## config.mk

```make
export PLATFORM = sky130hd
export DESIGN_NAME = lirs_front
export DESIGN_NICKNAME = d
export VERILOG_FILES = /design/src/hw/rtl/linear_interp_audio_resampler_defines.svh /design/src/hw/rtl/lirs_pkg.sv /design/src/hw/rtl/lirs_front.sv
export SDC_FILE = /design/constraint.sdc
export NUM_CORES = 1
export LEC_CHECK = 0
export ABC_AREA = 1
export BUFFER_PORTS_ARGS = -buffer_cell sky130_fd_sc_hd__buf_2
export CORE_AREA = 4 4 82 84
export CTS_BUF_LIST = sky130_fd_sc_hd__clkbuf_8
export DETAILED_ROUTE_END_ITERATION = 7
export DIE_AREA = 0 0 86 88
export PLACE_DENSITY = 0.75
export SLEW_MARGIN = 20
export SYNTH_ARGS = -nofsm -noshare
export SYNTH_HDL_FRONTEND = slang
export SYNTH_SLANG_ARGS = --single-unit
```

## constraint.sdc

```tcl
create_clock -name clk -period 1.19 [get_ports clk]
set_input_delay 0.1785 -clock clk [delete_from_list [all_inputs] [get_ports clk]]
set_output_delay 0.1785 -clock clk [all_outputs]
set_load 0.02 [all_outputs]
```

## src/hw/rtl/linear_interp_audio_resampler_defines.svh

```systemverilog
// Assertion macros used by the resampler back end.
// Every macro samples on the rising edge of clk and is off while arst_n is low.
`ifndef LINEAR_INTERP_AUDIO_RESAMPLER_DEFINES_SVH
`define LINEAR_INTERP_AUDIO_RESAMPLER_DEFINES_SVH

// The consequent must hold in the same cycle as the antecedent.
`define LIRS_ASSERT_NOW(lbl, ante, cons, msg) \
	lbl: assert property (@(posedge clk) disable iff (!arst_n) (ante) |-> (cons)) \
		else $error(msg);

// The consequent must hold in the cycle after the antecedent.
`define LIRS_ASSERT_NEXT(lbl, ante, cons, msg) \
	lbl: assert property (@(posedge clk) disable iff (!arst_n) (ante) |=> (cons)) \
		else $error(msg);

`endif

```

## src/hw/rtl/lirs_pkg.sv

```systemverilog
package lirs_pkg;

	// Frame layout.
	localparam int MAX_CH = 6;
	localparam int SMP_W  = 16;

	// Default fixed point split and counter width.
	localparam int FRAC_BITS_DEF  = 16;
	localparam int COUNT_BITS_DEF = 16;

	// Register widths.
	localparam int ACC_W  = 32;
	localparam int CHAN_W = 3;
	localparam int STEP_W = 24;
	localparam int OUTF_W = 16;

	// At most this many interpolated frames are released by one input frame.
	localparam int INTERP_CAP = 32;
	localparam int CAP_W      = $clog2(INTERP_CAP + 1);

	// Depth of the queue between the front and the back.
	localparam int QUEUE_DEPTH = 2;

	// Configuration register indexes.
	localparam int REG_IDX_W = 2;
	localparam logic [REG_IDX_W-1:0] REG_CHANNELS   = 2'd0;
	localparam logic [REG_IDX_W-1:0] REG_PHASE_STEP = 2'd1;
	localparam logic [REG_IDX_W-1:0] REG_OUT_FRAMES = 2'd2;

	// Register reset values.
	localparam logic [CHAN_W-1:0] CHANNELS_RST   = 3'd2;
	localparam logic [STEP_W-1:0] PHASE_STEP_RST = 24'h010000;
	localparam logic [OUTF_W-1:0] OUT_FRAMES_RST = 16'd1024;

	// Flipping the sign bit maps two's complement to offset binary and back.
	localparam logic [SMP_W-1:0] SIGN_FLIP = 16'h8000;

	// One frame of samples, one lane per channel.
	typedef logic [MAX_CH-1:0][SMP_W-1:0] lirs_frame_t;

	// Configuration as seen by the datapath.
	typedef struct packed {
		logic [CHAN_W-1:0] channels;
		logic [STEP_W-1:0] phase_step;
		logic [OUTF_W-1:0] out_frames;
	} lirs_cfg_t;

endpackage

```

## src/hw/rtl/lirs_front.sv

```systemverilog
module lirs_front import lirs_pkg::*; #(
	parameter int COUNT_BITS = COUNT_BITS_DEF
) (
	input  logic                                   clk,
	input  logic                                   arst_n,
	input  logic                                   in_valid,
	output logic                                   in_stall,
	input  lirs_frame_t                            in_frame,
	input  logic                                   in_last,
	output logic                                   push,
	output logic [$bits(lirs_frame_t)+COUNT_BITS:0] push_data,
	input  logic                                   full
);

	logic [COUNT_BITS-1:0] index_q;
	lirs_frame_t           offset_frame;

	// A transaction is taken whenever the queue has room.
	assign in_stall = full;
	assign push     = in_valid && !full;

	// Samples travel in offset binary so that the blend is unsigned.
	always_comb begin
		for (int c = 0; c < MAX_CH; c++) begin
			offset_frame[c] = in_frame[c] ^ SIGN_FLIP;
		end
	end

	// Each frame is tagged with its place in the job.
	assign push_data = {offset_frame, in_last, index_q};

	// Frame index counter: wraps at its width, restarts after the last frame.
	always_ff @(posedge clk or negedge arst_n) begin
		if (!arst_n) begin
			index_q <= '0;
		end else if (push) begin
			index_q <= in_last ? '0 : index_q + COUNT_BITS'(1);
		end
	end

endmodule

```

==> results of run 1 <==
logic make-up (layout without fill, tap and decap cells):
family                   after synthesis  in the layout  share of synthesized area, %
flip-flops                            16             16                          23.9
AND/OR/NAND/NOR                       71             71                          22.8
AO/OA/AOI/OAI                         16             16                          5.68
adder cells (fa/ha/maj)                1              1                         0.747
buffers and inverters                117             81                          46.9
where the power goes:
part           switching, mW  internal, mW  total [mW]
clock network          0.204         0.230       0.434
registers             0.0496         0.583       0.632
logic                  0.200         0.146       0.346
total                  0.454         0.958        1.41
timing repair:
action                                  in CTS  in global routing
pin swaps                                    2                 10
gates resized for setup                      2                 21
hold buffers                                 1                  0
buffers inserted                             1                  5
hold endpoints to repair                    16                  0
endpoints found under the setup margin       2                 11
layer usage:
metal	global-route usage [%]	routed length, microns
met5	0	0
met4	7.63	212
met3	3.86	373
met2	15.1	1790
met1	10.7	1420
layout by cell type, fill, tap and decap left out, drive strengths merged, types with 2 or more instances in the layout:
master and instances:
o21bai 2, clkbuf 3, nand2 29, nand3 10, buf 51, nor3 3, dfrtp 16, o21ai 10
inv 26, nand4 3, a21oi 3, nor2 25
cell type report:
cell class | count | share of cell area [%]
multi-input combinational | 88 | 37.0
inverter | 25 | 6.15
clock buffer | 3 | 2.71
tap | 75 | 6.15
clock inverter | 1 | 0.246
timing repair buffer | 52 | 21.0
sequential | 16 | 26.7
metrics by stage:
stage               total power, mW  TNS [ns]  instances  hold WS [ns]  instance area, sq um
CTS                            1.38   -0.0395        255         0.242                  1430
finish                         1.41    -0.202        260         0.237                  1530
global placement              0.938         0        249         0.125                  1360
global route                   1.49     -1.14        260         0.249                  1530
floorplan                      1.25  -0.00683        221        -0.117                  1710
detailed placement            0.941   -0.0190        249         0.127                  1360
worst max path at each step:
stage	endpoint	slack (ns)	startpoint	cells past startpoint
floorplan	index_q[14]	-0.007	index_q[1]	8
global placement	index_q[14]	0.03	index_q[1]	8
detailed placement	index_q[9]	-0.02	index_q[5]	5
CTS	index_q[12]	-0.02	index_q[1]	9
global route	index_q[13]	-0.14	index_q[6]	7
finish	index_q[9]	-0.07	index_q[5]	6
critical path: cells and delay by family (launching register included):
family	cells	cell delay, ns
buffers and inverters	1	0.15
flip-flops	1	0.42
AO/OA/AOI/OAI	1	0.15
AND/OR/NAND/NOR	4	0.43
==> flow_metrics.env, run 1 <==
export IMPL_status="finished with violations"
export IMPL_violations="setup timing"
export IMPL_regMostFlops="index_q"
export IMPL_post_synth_top_area_fraction_pct=41.3
export IMPL_gp_congestion=0.836
export IMPL_fill_cells=627
export IMPL_synth_edf_count=0
export IMPL_rsz0062_at_grt="true"
export IMPL_synth_avg_cell_area_sq_um=7.58
export IMPL_hpwl_microns=2970
export IMPL_fmax_ghz=0.797
export IMPL_fp_dieH_microns=88
export IMPL_start_kind="register"
export IMPL_critPathKind="reg -> reg"
export IMPL_ctsHtreeMaxLevel=1
export IMPL_r2r_end="index_q[9]"
export IMPL_post_synth_top_count_cell="buf_4"
export IMPL_clk_path_buf_depth=2
export IMPL_ys_flop_type="dfrtp_1"
export IMPL_ys_warn_count=0
export IMPL_final_hold_viol_count=0
export IMPL_cts_root_buf="clkbuf_8"
export IMPL_cpPeakStageDelay_ns=0.42
export IMPL_reg2reg_from="index_q[5]"
export IMPL_ir_drop_mv=0.421
export IMPL_grt_pass1_wl_microns=5600
export IMPL_core_area_sq_um=5920
export IMPL_fin_ws_ns=-0.0651
export IMPL_clk_pin_slew_ns=0.07
export IMPL_ant_nets=0
export IMPL_min_to="index_q[0]"
export IMPL_grt_use_total_pct=9.75
export IMPL_largestRegisters="index_q x16"
export IMPL_cts_sinks=16
export IMPL_drv_cap=0
export IMPL_crit_path_top_delay_cell="dfrtp_1"
export IMPL_slew_headroom_pct=74.8
export IMPL_grt_max_degree=17
export IMPL_syn_area_sq_um=1670
export IMPL_vias=1103
export IMPL_multiInputGateArea_sq_um=564
export IMPL_die_w_microns=86
export IMPL_synth_fp_nets=323
export IMPL_drcViolationCount=0
export IMPL_antenna_cells=0
export IMPL_start_util_pct=28.3
export IMPL_drv_slew=0
export IMPL_worstPathMaxFanout=5
export IMPL_r2r_slack_ns=-0.07
export IMPL_worst_pin_slew_ns=0.378
export IMPL_endpoint_kind="register"
export IMPL_io_buffer_count=35
export IMPL_synth_area_top_cells="buf_4, dfrtp_1, nand2_1"
export IMPL_cp_cell_sequence="nand2_2 -> buf_4 -> nor2_4 -> nand3_2 -> o21ai_1 -> nor2_1"
export IMPL_p_leak_nw=0.813
export IMPL_drtIter0Drc=44
export IMPL_area_growth_pct=-8.89
export IMPL_gr_total_overflow=0
export IMPL_finish_utilization_pct=25.8
export IMPL_min_period_over_period_pct=105
export IMPL_min_path_type="in -> reg"
export IMPL_synthCells=221
export IMPL_layout_min_cycle_time_ns=1.26
export IMPL_skew_ns=0.00383
export IMPL_dp_worst_setup_slack_ns=-0.0190
export IMPL_largest_register_ffs=16
export IMPL_critPathArrivalTime_ns=1.40
export IMPL_drive_gt1_share_pct=49.2
export IMPL_pwr_density_cell_nw_per_um2=926
export IMPL_ios=216
export IMPL_required_ns=1.34
export IMPL_hp_start="in_last"
export IMPL_first_pass_iters=4
export IMPL_synth_commonest_cells="buf_4, nand2_1, inv_1, nor2_1, dfrtp_1"
export IMPL_clk_latency_ns=0.26
export IMPL_viasPerCell=4.24
export IMPL_row_count=28
export IMPL_cts_tree="done"
export IMPL_die_area_sq_um=7570
export IMPL_setup_viol=5
export IMPL_routed_wl_microns=3800
export IMPL_final_seq_area_sq_um=408
export IMPL_cts_buffers_inserted=3
export IMPL_antenna_found_initial=0
export IMPL_wl_per_cell_microns=14.6
export IMPL_synthArstFlopShare_pct=100
export IMPL_rr_worst_depth=6
export IMPL_yosys_area_top_type="buf_4"
export IMPL_synth_ff_latch_count=16
export IMPL_hold_path_depth=3
export IMPL_synth_cell_types=21
export IMPL_nNetsFinal=288
export IMPL_ys_seq_area_share_pct=23.9
export IMPL_grt_pass1_vias=1090
(Power assumes the default switching activity.)
==> run 2, diff against run 1 <==
==> constraint.sdc (replaced) <==
create_clock -name clk -period 1.19 [get_ports clk]
set_input_delay 0.357 -clock clk [delete_from_list [all_inputs] [get_ports clk]]
set_output_delay 0.357 -clock clk [all_outputs]
set_load 0.02 [all_outputs]
==> flow_metrics.env, run 2 (synthesized netlist as in run 1, its figures left out) <==
export IMPL_pwr_density_cell_nw_per_um2=881
export IMPL_cts_tree="done"
export IMPL_core_area_sq_um=5920
export IMPL_start_kind="register"
export IMPL_use_met1_pct=10.0
export IMPL_nNetsFinal=301
export IMPL_worstPathMaxFanout=4
export IMPL_min_path_type="in -> async"
export IMPL_finish_utilization_pct=29.2
export IMPL_worst_pin_slew_ns=0.385
export IMPL_largestRegisters="index_q x16"
export IMPL_ctsHtreeMaxLevel=1
export IMPL_largest_register_ffs=16
export IMPL_drtIter0Drc=71
export IMPL_use_met3_pct=4.42
export IMPL_hpwl_microns=3010
export IMPL_cts_buffers_inserted=3
export IMPL_rsz0062_at_grt="true"
export IMPL_endpoint_kind="register"
export IMPL_die_area_sq_um=7570
export IMPL_final_hold_viol_count=0
export IMPL_report_power_total_mw=1.52
export IMPL_busiest_layer="met2"
export IMPL_grt_pass1_vias=1138
export IMPL_start_util_pct=28.3
export IMPL_final_cell_mix="buf_4, nand2_1, buf_2, inv_1, nor2_1"
export IMPL_vias=1177
export IMPL_drv_cap=0
export IMPL_viasPerCell=4.31
export IMPL_antenna_found_initial=0
export IMPL_fp_dieH_microns=88
export IMPL_status="finished with violations"
export IMPL_grt_met2_usage_pct=16.2
export IMPL_clk_latency_ns=0.25
export IMPL_slew_headroom_pct=74.3
export IMPL_dp_worst_setup_slack_ns=-0.110
export IMPL_clk_path_buf_depth=2
export IMPL_critPathArrivalTime_ns=1.43
export IMPL_hold_buffers=0
export IMPL_clk_pin_slew_ns=0.07
export IMPL_gr_total_overflow=0
export IMPL_setup_viol=18
export IMPL_io_buffer_count=35
export IMPL_drive_gt1_share_pct=54.0
export IMPL_regMostFlops="index_q"
export IMPL_fmax_ghz=0.775
export IMPL_violations="setup timing"
export IMPL_final_common_cell="buf_4"
export IMPL_drcViolationCount=0
export IMPL_ios=216
export IMPL_grt_use_total_pct=9.75
export IMPL_min_period_over_period_pct=108
export IMPL_ant_nets=0
export IMPL_gp_congestion=0.765
export IMPL_die_w_microns=86
export IMPL_critPathKind="reg -> reg"
export IMPL_antenna_cells=0
export IMPL_cts_root_buf="clkbuf_8"
export IMPL_first_pass_iters=4
export IMPL_area_growth_pct=3.29
export IMPL_grt_max_degree=17
export IMPL_fin_ws_ns=-0.100
export IMPL_ir_drop_mv=0.462
export IMPL_skew_ns=0.00949
export IMPL_routed_wl_microns=4020
export IMPL_drv_slew=0
export IMPL_required_ns=1.33
export IMPL_fin_hold_ws_ns=0.0131
export IMPL_wl_per_cell_microns=14.7
export IMPL_cts_sinks=16
export IMPL_layout_min_cycle_time_ns=1.29
export IMPL_p_leak_nw=0.896
export IMPL_row_count=28
export IMPL_grt_pass1_wl_microns=5650
export IMPL_rr_worst_depth=8
==> run 2: cell count changes in the layout (fill, tap and decap cells not counted), sizes merged <==
cell and delta:
dlygate4sd3 -1, buf +14
==> run 2: what timing repair did <==
action	CTS	global route
endpoints found under the setup margin	19	23
buffers inserted	12	6
gates resized for setup	37	19
pin swaps	1	7
==> run 2: power by group <==
part	leakage (nW)	internal [mW]	switching, mW	total, mW
logic	0.664	0.231	0.232	0.464
registers	0.206	0.583	0.0562	0.639
clock network	0.0269	0.229	0.191	0.420
==> run 2: worst max-delay path, cell delays in order (launching register included) <==
cell and delay, ns:
dfrtp_2 0.46, ha_4 0.17, inv_2 0.04, nor2_4 0.15
nand4_1 0.11, nand2_1 0.10, nand2_1 0.05, nand2_1 0.06
inv_1 0.04
==> run 2: worst paths after layout <==
| path | slack, ns | from | to |
|---|---|---|---|
| max in group asynchronous | 0.87 | arst_n | index_q[7] |
| min reg2reg | 0.55 | index_q[15] | index_q[15] |
| min | 0.01 | arst_n | index_q[6] |
| max | -0.10 | index_q[1] | index_q[12] |
| min in group clk | 0.39 | in_last | index_q[0] |
| max reg2reg | -0.10 | index_q[1] | index_q[12] |
==> run 2: metrics by stage <==
stage	instance area (sq um)	instances	setup TNS, ns
6_report	1730	273	-0.926
5_1_grt	1730	273	-2.13
4_1_cts	1620	267	-0.712
3_5_place_dp	1380	252	-0.802
3_3_place_gp	1380	252	-0.563
2_1_floorplan	1710	221	-0.00683
==> run 2: cell type report <==
type	instances	area [sq um]
fillers	619	4190
multi-input cells	88	589
repair buffers	65	489
flip-flops and latches	16	410
inverters	25	101
well taps	75	93.8
clock buffers	3	41.3
clock inverters	1	3.75
==> run 2: per-layer routing <==
metal  part of all wire, %  routed length, microns
met5                     0                       0
met4                   4.2                     170
met3                    12                     474
met2                    49                    1980
met1                    35                    1400
