==> config.mk <==
export PLATFORM = sky130hd
export DESIGN_NAME = lirs_fifo
export DESIGN_NICKNAME = d
export VERILOG_FILES = /design/src/hw/rtl/linear_interp_audio_resampler_defines.svh /design/src/hw/rtl/lirs_fifo.sv
export SDC_FILE = /design/constraint.sdc
export NUM_CORES = 1
export LEC_CHECK = 0
export BUFFER_PORTS_ARGS = -buffer_cell sky130_fd_sc_hd__buf_4
export CAP_MARGIN = 20
export CORE_UTILIZATION = 48
export DETAILED_ROUTE_END_ITERATION = 8
export PLACE_DENSITY = 0.84
export REMOVE_ABC_BUFFERS = 1
export SETUP_SLACK_MARGIN = 0.05
export SYNTH_ARGS = -nofsm -noshare
export SYNTH_HDL_FRONTEND = slang
export SYNTH_SLANG_ARGS = --single-unit
==> constraint.sdc <==
create_clock -name clk -period 1.6 [get_ports clk]
set_input_delay 0 -clock clk [delete_from_list [all_inputs] [get_ports clk]]
set_output_delay 0 -clock clk [all_outputs]
set_load 0.005 [all_outputs]
==> src/hw/rtl/linear_interp_audio_resampler_defines.svh <==
// Assertion macros used by the resampler back end.
// Every macro samples on the rising edge of clk and is off while arst_n is low.
`ifndef LINEAR_INTERP_AUDIO_RESAMPLER_DEFINES_SVH
`define LINEAR_INTERP_AUDIO_RESAMPLER_DEFINES_SVH

// The consequent must hold in the same cycle as the antecedent.
`define LIRS_ASSERT_NOW(lbl, ante, cons, msg) \
	lbl: assert property (@(posedge clk) disable iff (!arst_n) (ante) |-> (cons)) \
		else $error(msg);

// The consequent must hold in the cycle after the antecedent.
`define LIRS_ASSERT_NEXT(lbl, ante, cons, msg) \
	lbl: assert property (@(posedge clk) disable iff (!arst_n) (ante) |=> (cons)) \
		else $error(msg);

`endif

==> src/hw/rtl/lirs_fifo.sv <==
module lirs_fifo #(
	parameter int WIDTH = 8,
	parameter int DEPTH = 2
) (
	input  logic             clk,
	input  logic             arst_n,
	input  logic             push,
	input  logic [WIDTH-1:0] push_data,
	output logic             full,
	input  logic             pop,
	output logic [WIDTH-1:0] pop_data,
	output logic             valid
);

	localparam int PTR_W = (DEPTH > 1) ? $clog2(DEPTH) : 1;
	localparam int CNT_W = $clog2(DEPTH + 1);

	logic [WIDTH-1:0] mem_q [DEPTH];
	logic [PTR_W-1:0] wr_ptr_q;
	logic [PTR_W-1:0] rd_ptr_q;
	logic [CNT_W-1:0] count_q;

	// Status flags come straight from the fill count.
	assign full     = (count_q == CNT_W'(DEPTH));
	assign valid    = (count_q != '0);
	assign pop_data = mem_q[rd_ptr_q];

	// Entry storage needs no reset.
	always_ff @(posedge clk) begin
		if (push) begin
			mem_q[wr_ptr_q] <= push_data;
		end
	end

	// Pointers wrap at the depth; the count tracks push and pop together.
	always_ff @(posedge clk or negedge arst_n) begin
		if (!arst_n) begin
			wr_ptr_q <= '0;
			rd_ptr_q <= '0;
			count_q  <= '0;
		end else begin
			if (push) begin
				wr_ptr_q <= (wr_ptr_q == PTR_W'(DEPTH - 1)) ? '0 : wr_ptr_q + PTR_W'(1);
			end
			if (pop) begin
				rd_ptr_q <= (rd_ptr_q == PTR_W'(DEPTH - 1)) ? '0 : rd_ptr_q + PTR_W'(1);
			end
			if (push && !pop) begin
				count_q <= count_q + CNT_W'(1);
			end else if (pop && !push) begin
				count_q <= count_q - CNT_W'(1);
			end
		end
	end

endmodule

==> impl_metrics.py, run 1 <==
metrics = {
    "timing": {
        "slew_headroom_pct": 74.0,
        "postLayoutSetupSlackWorst_ns": 0.223,
        "finClkSkew_ns": 0.00795,
        "slew_violations": 0,
        "fin_tns_setup_ns": 0,
        "post-route-period-util_pct": 86.0,
        "finalSetupViolations": 0,
        "tightest_slew_ns": 0.390,
        "period_needed_ns": 1.38,
        "max_freq_ghz": 0.726,
        "grt_setup_unrepaired": "no",
        "hold_viol_final": 0,
        "whs_ns": 0.0422,
    },
    "layout": {
        "area_growth_pct": 40.1,
        "fin_cells": 93,
        "fin_nets": 91,
        "drive_above_1_share_pct": 45.5,
        "final_area_sq_um": 1080,
        "n_antenna_cell": 0,
    },
    "worst_hold_path": {
        "hp-class": "input pin to asynchronous set/reset pin",
    },
    "cts": {
        "cts_resized": 0,
        "cts_buffers": 3,
        "cts-root-buf": "clkbuf_4",
        "tritoncts": "done",
        "path_clk_slew_ns": 0.11,
        "postCtsSetupBuffers": 0,
        "clock_sinks": 20,
        "clockBufferDepth": 2,
        "clk_latency_ns": 0.29,
        "htreeDepth": 1,
    },
    "synth": {
        "synthDistinctLibCells": 13,
        "netlist.area_leader.share_pct": 62.1,
        "yosysMostFrequentCell": "edfxtp_1",
        "synth_edf_count": 16,
        "async_flop_share_pct": 20.0,
        "yosys_warnings": 0,
        "synthTopCellsByCount": "edfxtp_1, mux2_2, dfrtp_1, xor2_1",
        "yosys-top-cells-area": "edfxtp_1, dfrtp_1, mux2_2, xor2_1, ha_1",
        "syn_avg_cell_area_sq_um": 18.9,
        "synth.largest_area_cell": "edfxtp_1",
        "synth-seq-area-share_pct": 75.1,
        "synth-seq-cells": 20,
        "ys.flop_type": "edfxtp_1",
        "netlist_area_sq_um": 773,
        "postSynthCellCount": 41,
    },
    "setup_path": {
        "cp_slowest_cell": "dfrtp_1",
        "cp_top_family": "flip-flops",
        "worstPathArrival_ns": 1.38,
        "cpPeakStageDelay_ns": 0.58,
        "crit_path_end_kind": "primary output",
        "crit_start": "rd_ptr_q$_DFFE_PN0P_",
        "worstReg2RegEnd": "mem_q[0][1]$_DFFE_PP_",
        "crit_type": "flop to primary output",
        "crit_end": "pop_data[2]",
        "crit_path_start_kind": "flop",
        "path_buf_inv": 1,
        "path_cells": "mux2_2, buf_4",
        "r2r_setup_slack_ns": 0.38,
        "r2r_start": "wr_ptr_q$_DFFE_PN0P_",
        "worst-path-stages": 2,
        "crit_fanout": 9,
        "rr_worst_depth": 2,
        "crit_required_ns": 1.60,
    },
    "detailed_routing": {
        "avgViaCountPerCell": 4.77,
        "drt_wl_total_mm": 1.15,
        "via_count": 444,
        "drt_iter0_drc": 6,
        "wire_per_inst_um": 12.3,
        "ant_nets": 0,
        "drc": 0,
        "first_pass_iters": 4,
    },
    "placed_design": {
        "dp.final_hpwl_um": 802,
        "port-buffer-count": 21,
        "dp_slack_ns": 0.401,
        "place_congestion": 0.661,
        "dp_cells": 78,
        "place_area_sq_um": 947,
    },
    "global_routing": {
        "grt_max_degree": 12,
        "track_usage_pct": 15.3,
        "grt_overflow": 0,
        "first_global_vias": 468,
        "grt_pass1_wl_mm": 1.95,
        "grt_antenna_before_repair": 0,
    },
    "floorplan": {
        "initial_core_util_pct": 51.3,
        "die_w_um": 42.1,
        "die-height_um": 42.1,
        "fp-row-count": 14,
        "io_pins": 22,
        "coreArea_sq_um": 1510,
        "die_area_sq_um": 1780,
    },
    "run_status": {
        "status": "finished, final reports clean",
    },
    "power_and_ir_drop": {
        "vdd_drop_max_mv": 0.796,
        "cellLeakagePower_nw": 0.444,
        "p_per_area_nw_per_um2": 1390,
    },
    "flow_run": {
        "max-cap-violations": 0,
    },
}
registers in the layout, summed over array words and instances (netlist names):
name      flops
mem_q        16
count_q       2
rd_ptr_q      1
wr_ptr_q      1
what timing repair did:
| item | CTS | global route |
|---|---|---|
| endpoints found under the setup margin | 0 | 0 |
| hold buffers | 11 | 0 |
| endpoints found under the hold margin | 22 | 0 |
cells in the final DEF, fill, tap and decap left out, types with 3 or more instances in the layout:
cell type / n
dfrtp_1: 4
xor2_1: 4
edfxtp_1: 16
dlygate4sd3_1: 11
clkbuf_4: 3
buf_4: 22
mux2_2: 8
metal layers:
metal / share of wire (%) / vias up / track usage, %
met4: 1.0 / 0 / 9.38
met3: 4.3 / 2 / 2.59
met5: 0 / - / 0
met1: 42 / 212 / 17.8
met2: 53 / 12 / 26.3
li1: - / 218 / -
logic make-up (layout without fill, tap and decap cells):
family | Yosys count | count (layout) | synth area share (%)
DFF | 20 | 20 | 75.1
muxes | 8 | 8 | 11.7
adders and majority gates | 1 | 1 | 1.62
xor gates and xnor gates | 5 | 5 | 5.66
and+or+nand+nor | 5 | 5 | 4.05
buffers and inverters | 2 | 38 | 1.94
where the power goes:
group          internal [W]  leakage [nW]  total, W  switching, W
clock             0.0000905        0.0154  0.000225      0.000135
sequential         0.000707         0.197  0.000801     0.0000943
combinational      0.000321         0.232  0.000485      0.000164
worst min-delay path by stage:
stage | end | slack, ns | cells after the start | startpoint
CTS | wr_ptr_q$_DFFE_PN0P_ | 0.02 | 2 | arst_n
global placement | rd_ptr_q$_DFFE_PN0P_ | -0.20 | 1 | arst_n
detailed placement | rd_ptr_q$_DFFE_PN0P_ | -0.20 | 1 | arst_n
finish | wr_ptr_q$_DFFE_PN0P_ | 0.04 | 2 | arst_n
global route | wr_ptr_q$_DFFE_PN0P_ | 0.03 | 2 | arst_n
floorplan | count_q[0]$_DFFE_PN0P_ | -0.30 | 0 | arst_n
metrics by stage:
stage                     util, %  total power, W
after floorplan                 -         0.00103
after global placement       62.9         0.00126
after detailed placement     62.9         0.00128
after CTS                    71.9         0.00153
after global routing         71.9         0.00161
final                        71.9         0.00151
final cells by class:
type,count,area [sq um]
clock inverter,1,3.75
timing repair buffer,33,275
fill,100,423
multi-input combinational,19,178
sequential,20,581
clock buffer,3,22.5
tap,16,20.0
inverter,1,3.75
Power figures use the tool's default switching activity.
==> inputs of run 2 (changes only) <==
- CORE_UTILIZATION: 48 -> 50
- CTS_BUF_LIST: not set -> sky130_fd_sc_hd__clkbuf_8
- PLACE_DENSITY: 0.84 -> 0.86
==> run 2 against run 1 <==
Effect of this change:
- via count up 6.8%
- first-iteration DRC count grew to 2.7 times the previous value
- fmax increased by 0.57%
- sequential share of layout area shrank 0.85 points
- power rose by 7.8%
- register-to-register slack about the same
- die area down 3.8%
- clock power rose by 42%
==> impl_metrics.py, run 2 (synthesized netlist as in run 1, its figures left out) <==
metrics = {
    "layout": {
        "reg.largest.list": "mem_q: 16 flops, count_q: 2 flops",
        "n_antenna_cell": 0,
        "largest_reg_flops": 16,
        "final_area_sq_um": 1100,
        "final_cell_mix": "buf_4, edfxtp_1, dlygate4sd3_1",
        "regMostFlops": "mem_q",
        "fin_nets": 91,
        "drive_above_1_share_pct": 45.5,
        "ff_latch_area_sq_um": 581,
        "multiInputGateArea_sq_um": 178,
        "fin_cells": 92,
        "area_growth_pct": 42.4,
        "final_common_cell": "buf_4",
        "n_fill_cell": 79,
    },
    "setup_path": {
        "cp_slowest_cell": "dfrtp_1",
        "path_cells": "mux2_2, buf_4",
        "worst-path-stages": 2,
        "rr_worst_depth": 2,
        "path_buf_inv": 1,
        "cpPeakStageDelay_ns": 0.58,
        "crit_type": "flop to primary output",
        "crit_required_ns": 1.60,
        "cp_top_family": "flip-flops",
        "crit_path_end_kind": "primary output",
        "crit_fanout": 9,
        "worstPathArrival_ns": 1.37,
        "crit_path_start_kind": "flop",
    },
    "cts": {
        "clock_sinks": 20,
        "cts_buffers": 3,
        "cts_hold_buf": 11,
        "clockBufferDepth": 2,
        "tritoncts": "done",
        "cts_resized": 0,
        "clk_latency_ns": 0.25,
        "path_clk_slew_ns": 0.07,
        "htreeDepth": 1,
        "postCtsSetupBuffers": 0,
        "cts-root-buf": "clkbuf_8",
    },
    "run_status": {
        "status": "finished, final reports clean",
    },
    "floorplan": {
        "die-height_um": 41.3,
        "initial_core_util_pct": 56.6,
        "die_w_um": 41.3,
        "io_pins": 22,
        "fp-row-count": 13,
        "coreArea_sq_um": 1370,
        "die_area_sq_um": 1710,
    },
    "detailed_routing": {
        "drc": 0,
        "avgViaCountPerCell": 5.15,
        "drt_iter0_drc": 16,
        "via_count": 474,
        "drt_wl_total_mm": 1.43,
        "first_pass_iters": 4,
        "ant_nets": 0,
        "wire_per_inst_um": 15.5,
    },
    "timing": {
        "slew_violations": 0,
        "finalSetupViolations": 0,
        "grt_setup_unrepaired": "no",
        "fin_tns_setup_ns": 0,
        "tightest_slew_ns": 0.393,
        "finClkSkew_ns": 0.00311,
        "hold_viol_final": 0,
        "post-route-period-util_pct": 85.5,
        "slew_headroom_pct": 73.8,
        "period_needed_ns": 1.37,
        "max_freq_ghz": 0.731,
    },
    "placed_design": {
        "dp.final_hpwl_um": 949,
        "port-buffer-count": 21,
        "place_congestion": 0.705,
        "dp_cells": 77,
        "place_area_sq_um": 946,
    },
    "global_routing": {
        "grt_max_degree": 12,
        "first_global_vias": 471,
        "grt_pass1_wl_mm": 1.99,
        "grt_antenna_before_repair": 0,
        "grt_overflow": 0,
        "track_usage_pct": 19.3,
    },
    "worst_hold_path": {
        "hp-class": "input pin to asynchronous set/reset pin",
    },
    "power_and_ir_drop": {
        "cellLeakagePower_nw": 0.452,
        "vdd_drop_max_mv": 1.23,
        "p_per_area_nw_per_um2": 1480,
    },
    "flow_run": {
        "max-cap-violations": 0,
    },
}
[run 2: cell count changes in the layout (fill, tap and decap cells not counted)]
cell      before  now
clkbuf_4       3    0
clkbuf_8       0    3
[run 2: area by class of cell]
type                            count  area share [%]
Clock inverter                      1           0.341
Tap cell                           15            1.70
Inverter                            1           0.341
Clock buffer                        3            3.75
Sequential cell                    20            52.7
Multi-Input combinational cell     19            16.1
Timing Repair Buffer               33            25.0
[run 2: path summary, 6_finish.rpt]
check,from,slack [ns],end
setup / recovery,rd_ptr_q$_DFFE_PN0P_,0.23,pop_data[6]
hold / removal,arst_n,0.09,wr_ptr_q$_DFFE_PN0P_
setup reg to reg,wr_ptr_q$_DFFE_PN0P_,0.38,mem_q[0][0]$_DFFE_PP_
hold reg to reg,count_q[1]$_DFFE_PN0P_,0.49,count_q[1]$_DFFE_PN0P_
max in group asynchronous,arst_n,1.41,rd_ptr_q$_DFFE_PN0P_
min in group clk,push_data[4],0.48,mem_q[0][4]$_DFFE_PP_
[run 2: through the flow]
step                      hold WS (ns)  util (%)  setup slack (ns)  power [W]
after CTS                       0.0770      80.6             0.229    0.00163
after floorplan                 -0.296         -             0.438    0.00103
after global placement          -0.201      69.2             0.471    0.00126
after detailed placement        -0.198      69.2             0.370    0.00130
after global routing             0.106      80.6             0.179    0.00171
final                           0.0862      80.6             0.231    0.00163
[run 2: power breakdown]
group	internal [W]	leakage (nW)	switching, W
Sequential	0.000708	0.197	0.000104
Combinational	0.000321	0.232	0.000177
Clock	0.000170	0.0231	0.000148
Total	0.00120	0.452	0.000430
[run 2: metal layers]
| metal | vias to the layer above | track usage (%) | wire length, um | part of all wire [%] |
|---|---|---|---|---|
| li1 | 218 | - | - | - |
| met4 | 0 | 5.65 | 19 | 1.3 |
| met2 | 19 | 37.1 | 789 | 55 |
| met5 | - | 0 | 0 | 0 |
| met3 | 2 | 4.79 | 67 | 4.7 |
| met1 | 235 | 20.4 | 550 | 39 |
==> inputs of run 3 (changes only) <==
- ABC_AREA: not set -> 1
- CORE_ASPECT_RATIO: not set -> 1.25
==> run 3 against run 2 <==
Effect of this change:
- cell area up 4.3%
- sequential power up 1%
- sequential cell count unchanged
- largest cell class unchanged
- largest power group unchanged
- count of clock-buffer cells in the layout unchanged
==> impl_metrics.py, run 3 <==
metrics = {
    "run_status": {
        "status": "finished, final reports clean",
    },
    "placed_design": {
        "dp_cells": 88,
        "port-buffer-count": 21,
        "place_congestion": 0.653,
        "dp.final_hpwl_um": 864,
    },
    "timing": {
        "finalSetupViolations": 0,
        "slew_headroom_pct": 64.4,
        "fin_tns_setup_ns": 0,
        "post-route-period-util_pct": 88.0,
        "grt_setup_unrepaired": "no",
        "slew_violations": 0,
        "hold_viol_final": 0,
        "tightest_slew_ns": 0.534,
        "max_freq_ghz": 0.710,
        "finClkSkew_ns": 0.00835,
        "period_needed_ns": 1.41,
    },
    "cts": {
        "clock_sinks": 20,
        "htreeDepth": 1,
        "cts_hold_buf": 11,
        "cts_resized": 0,
        "clockBufferDepth": 2,
        "postCtsSetupBuffers": 0,
        "path_clk_slew_ns": 0.07,
        "tritoncts": "done",
        "cts_buffers": 3,
        "clk_latency_ns": 0.25,
        "cts-root-buf": "clkbuf_8",
    },
    "synth": {
        "yosys-top-cells-area": "edfxtp_1, mux2_4, dfrtp_1, inv_1, nand2_1",
        "synth.largest_area_cell": "edfxtp_1",
        "yosys_warnings": 0,
        "synthTopCellsByCount": "edfxtp_1, mux2_4, inv_1",
        "syn_avg_cell_area_sq_um": 16.4,
        "synth_edf_count": 16,
        "synthDistinctLibCells": 12,
        "synth-seq-area-share_pct": 70.9,
        "netlist.area_leader.share_pct": 58.7,
        "async_flop_share_pct": 20.0,
        "ys.flop_type": "edfxtp_1",
        "netlist_area_sq_um": 818,
        "postSynthCellCount": 50,
        "yosysMostFrequentCell": "edfxtp_1",
        "synth-seq-cells": 20,
    },
    "detailed_routing": {
        "wire_per_inst_um": 12.9,
        "ant_nets": 0,
        "avgViaCountPerCell": 4.78,
        "drc": 0,
        "drt_iter0_drc": 1,
        "via_count": 492,
        "drt_wl_total_mm": 1.33,
        "first_pass_iters": 2,
    },
    "setup_path": {
        "r2r_start": "wr_ptr_q$_DFFE_PN0P_",
        "path_cells": "mux2_4, buf_4",
        "rr_worst_depth": 2,
        "worstReg2RegEnd": "mem_q[1][3]$_DFFE_PP_",
        "crit_required_ns": 1.60,
        "r2r_setup_slack_ns": 0.57,
        "cp_slowest_cell": "dfrtp_1",
        "cp_top_family": "flip-flops",
        "crit_fanout": 9,
        "crit_type": "flop to primary output",
        "crit_path_end_kind": "primary output",
        "cpPeakStageDelay_ns": 0.68,
        "path_buf_inv": 1,
        "worstPathArrival_ns": 1.41,
        "crit_path_start_kind": "flop",
    },
    "layout": {
        "drive_above_1_share_pct": 38.4,
        "reg.largest.list": "mem_q: 16 flops, count_q: 2 flops",
        "largest_reg_flops": 16,
        "fin_util_pct": 79.5,
        "area_growth_pct": 40.4,
        "regMostFlops": "mem_q",
        "fin_cells": 103,
        "n_fill_cell": 82,
        "final_common_cell": "buf_4",
        "n_antenna_cell": 0,
        "fin_nets": 100,
        "final_cell_mix": "buf_4, edfxtp_1, dlygate4sd3_1",
    },
    "global_routing": {
        "track_usage_pct": 18.1,
        "grt_antenna_before_repair": 0,
        "grt_overflow": 0,
        "grt_pass1_wl_mm": 2.07,
        "grt_max_degree": 12,
        "first_global_vias": 481,
    },
    "power_and_ir_drop": {
        "cellLeakagePower_nw": 0.516,
        "vdd_drop_max_mv": 1.10,
        "p_per_area_nw_per_um2": 1470,
    },
    "worst_hold_path": {
        "hp-class": "input pin to asynchronous set/reset pin",
    },
    "floorplan": {
        "die_area_sq_um": 1800,
        "initial_core_util_pct": 56.6,
        "io_pins": 22,
        "die-height_um": 47.2,
        "coreArea_sq_um": 1450,
        "fp-row-count": 15,
        "die_w_um": 38.2,
    },
    "flow_run": {
        "max-cap-violations": 0,
    },
}
==> run 3: power by group <==
group / internal [W] / switching [W]
Sequential: 0.000706 / 0.000115
Clock: 0.000170 / 0.000146
Combinational: 0.000362 / 0.000194
Total: 0.00124 / 0.000455
==> run 3: cell type report <==
| class | instances | area, sq um | share of cell area [%] |
|---|---|---|---|
| multi-input combinational | 22 | 200 | 17.4 |
| timing repair buffer | 33 | 275 | 24.0 |
| sequential | 20 | 581 | 50.5 |
| clock buffer | 3 | 41.3 | 3.59 |
| clock inverter | 1 | 3.75 | 0.327 |
| inverter | 7 | 26.3 | 2.29 |
| tap | 17 | 21.3 | 1.85 |
==> run 3: metrics by stage <==
| stage | setup slack, ns | power, W | cell area [sq um] | hold WS (ns) |
|---|---|---|---|---|
| final | 0.192 | 0.00169 | 1150 | 0.0866 |
| after global routing | 0.143 | 0.00179 | 1150 | 0.0936 |
| after CTS | 0.176 | 0.00170 | 1150 | 0.0713 |
| after detailed placement | 0.454 | 0.00136 | 993 | -0.199 |
| after global placement | 0.486 | 0.00134 | 993 | -0.201 |
| after floorplan | 0.456 | 0.00111 | 807 | -0.296 |
==> run 3: worst max-delay path by stage <==
stage | cells after the start | startpoint | slack, ns | end
floorplan | 1 | wr_ptr_q$_DFFE_PN0P_ | 0.46 | mem_q[0][0]$_DFFE_PP_
global placement | 2 | rd_ptr_q$_DFFE_PN0P_ | 0.49 | pop_data[1]
detailed placement | 2 | rd_ptr_q$_DFFE_PN0P_ | 0.45 | pop_data[2]
CTS | 2 | rd_ptr_q$_DFFE_PN0P_ | 0.18 | pop_data[2]
global route | 2 | rd_ptr_q$_DFFE_PN0P_ | 0.14 | pop_data[2]
finish | 2 | rd_ptr_q$_DFFE_PN0P_ | 0.19 | pop_data[2]
==> run 3: worst reg2reg max path, cell delays in order, from the launching register on <==
cell,delay (ns)
dfrtp_1,0.38
nand2_1,0.06
inv_1,0.26
==> run 3: logic make-up after synthesis <==
logic type / Yosys count / synth area share [%]
flops: 20 / 70.9
simple gates: 10 / 5.05
buf+inv: 8 / 4.59
mux: 8 / 14.7
xor+xnor: 3 / 3.21
fa+ha+maj: 1 / 1.53
==> run 3: layer usage <==
| metal | up-vias | wire length, um | part of all wire (%) | track usage (%) |
|---|---|---|---|---|
| met5 | - | 0 | 0 | 0 |
| met4 | 0 | 27 | 2.0 | 10.7 |
| met3 | 4 | 56 | 4.2 | 2.84 |
| met2 | 17 | 719 | 54 | 32.9 |
| met1 | 229 | 525 | 40 | 19.5 |
| li1 | 242 | - | - | - |
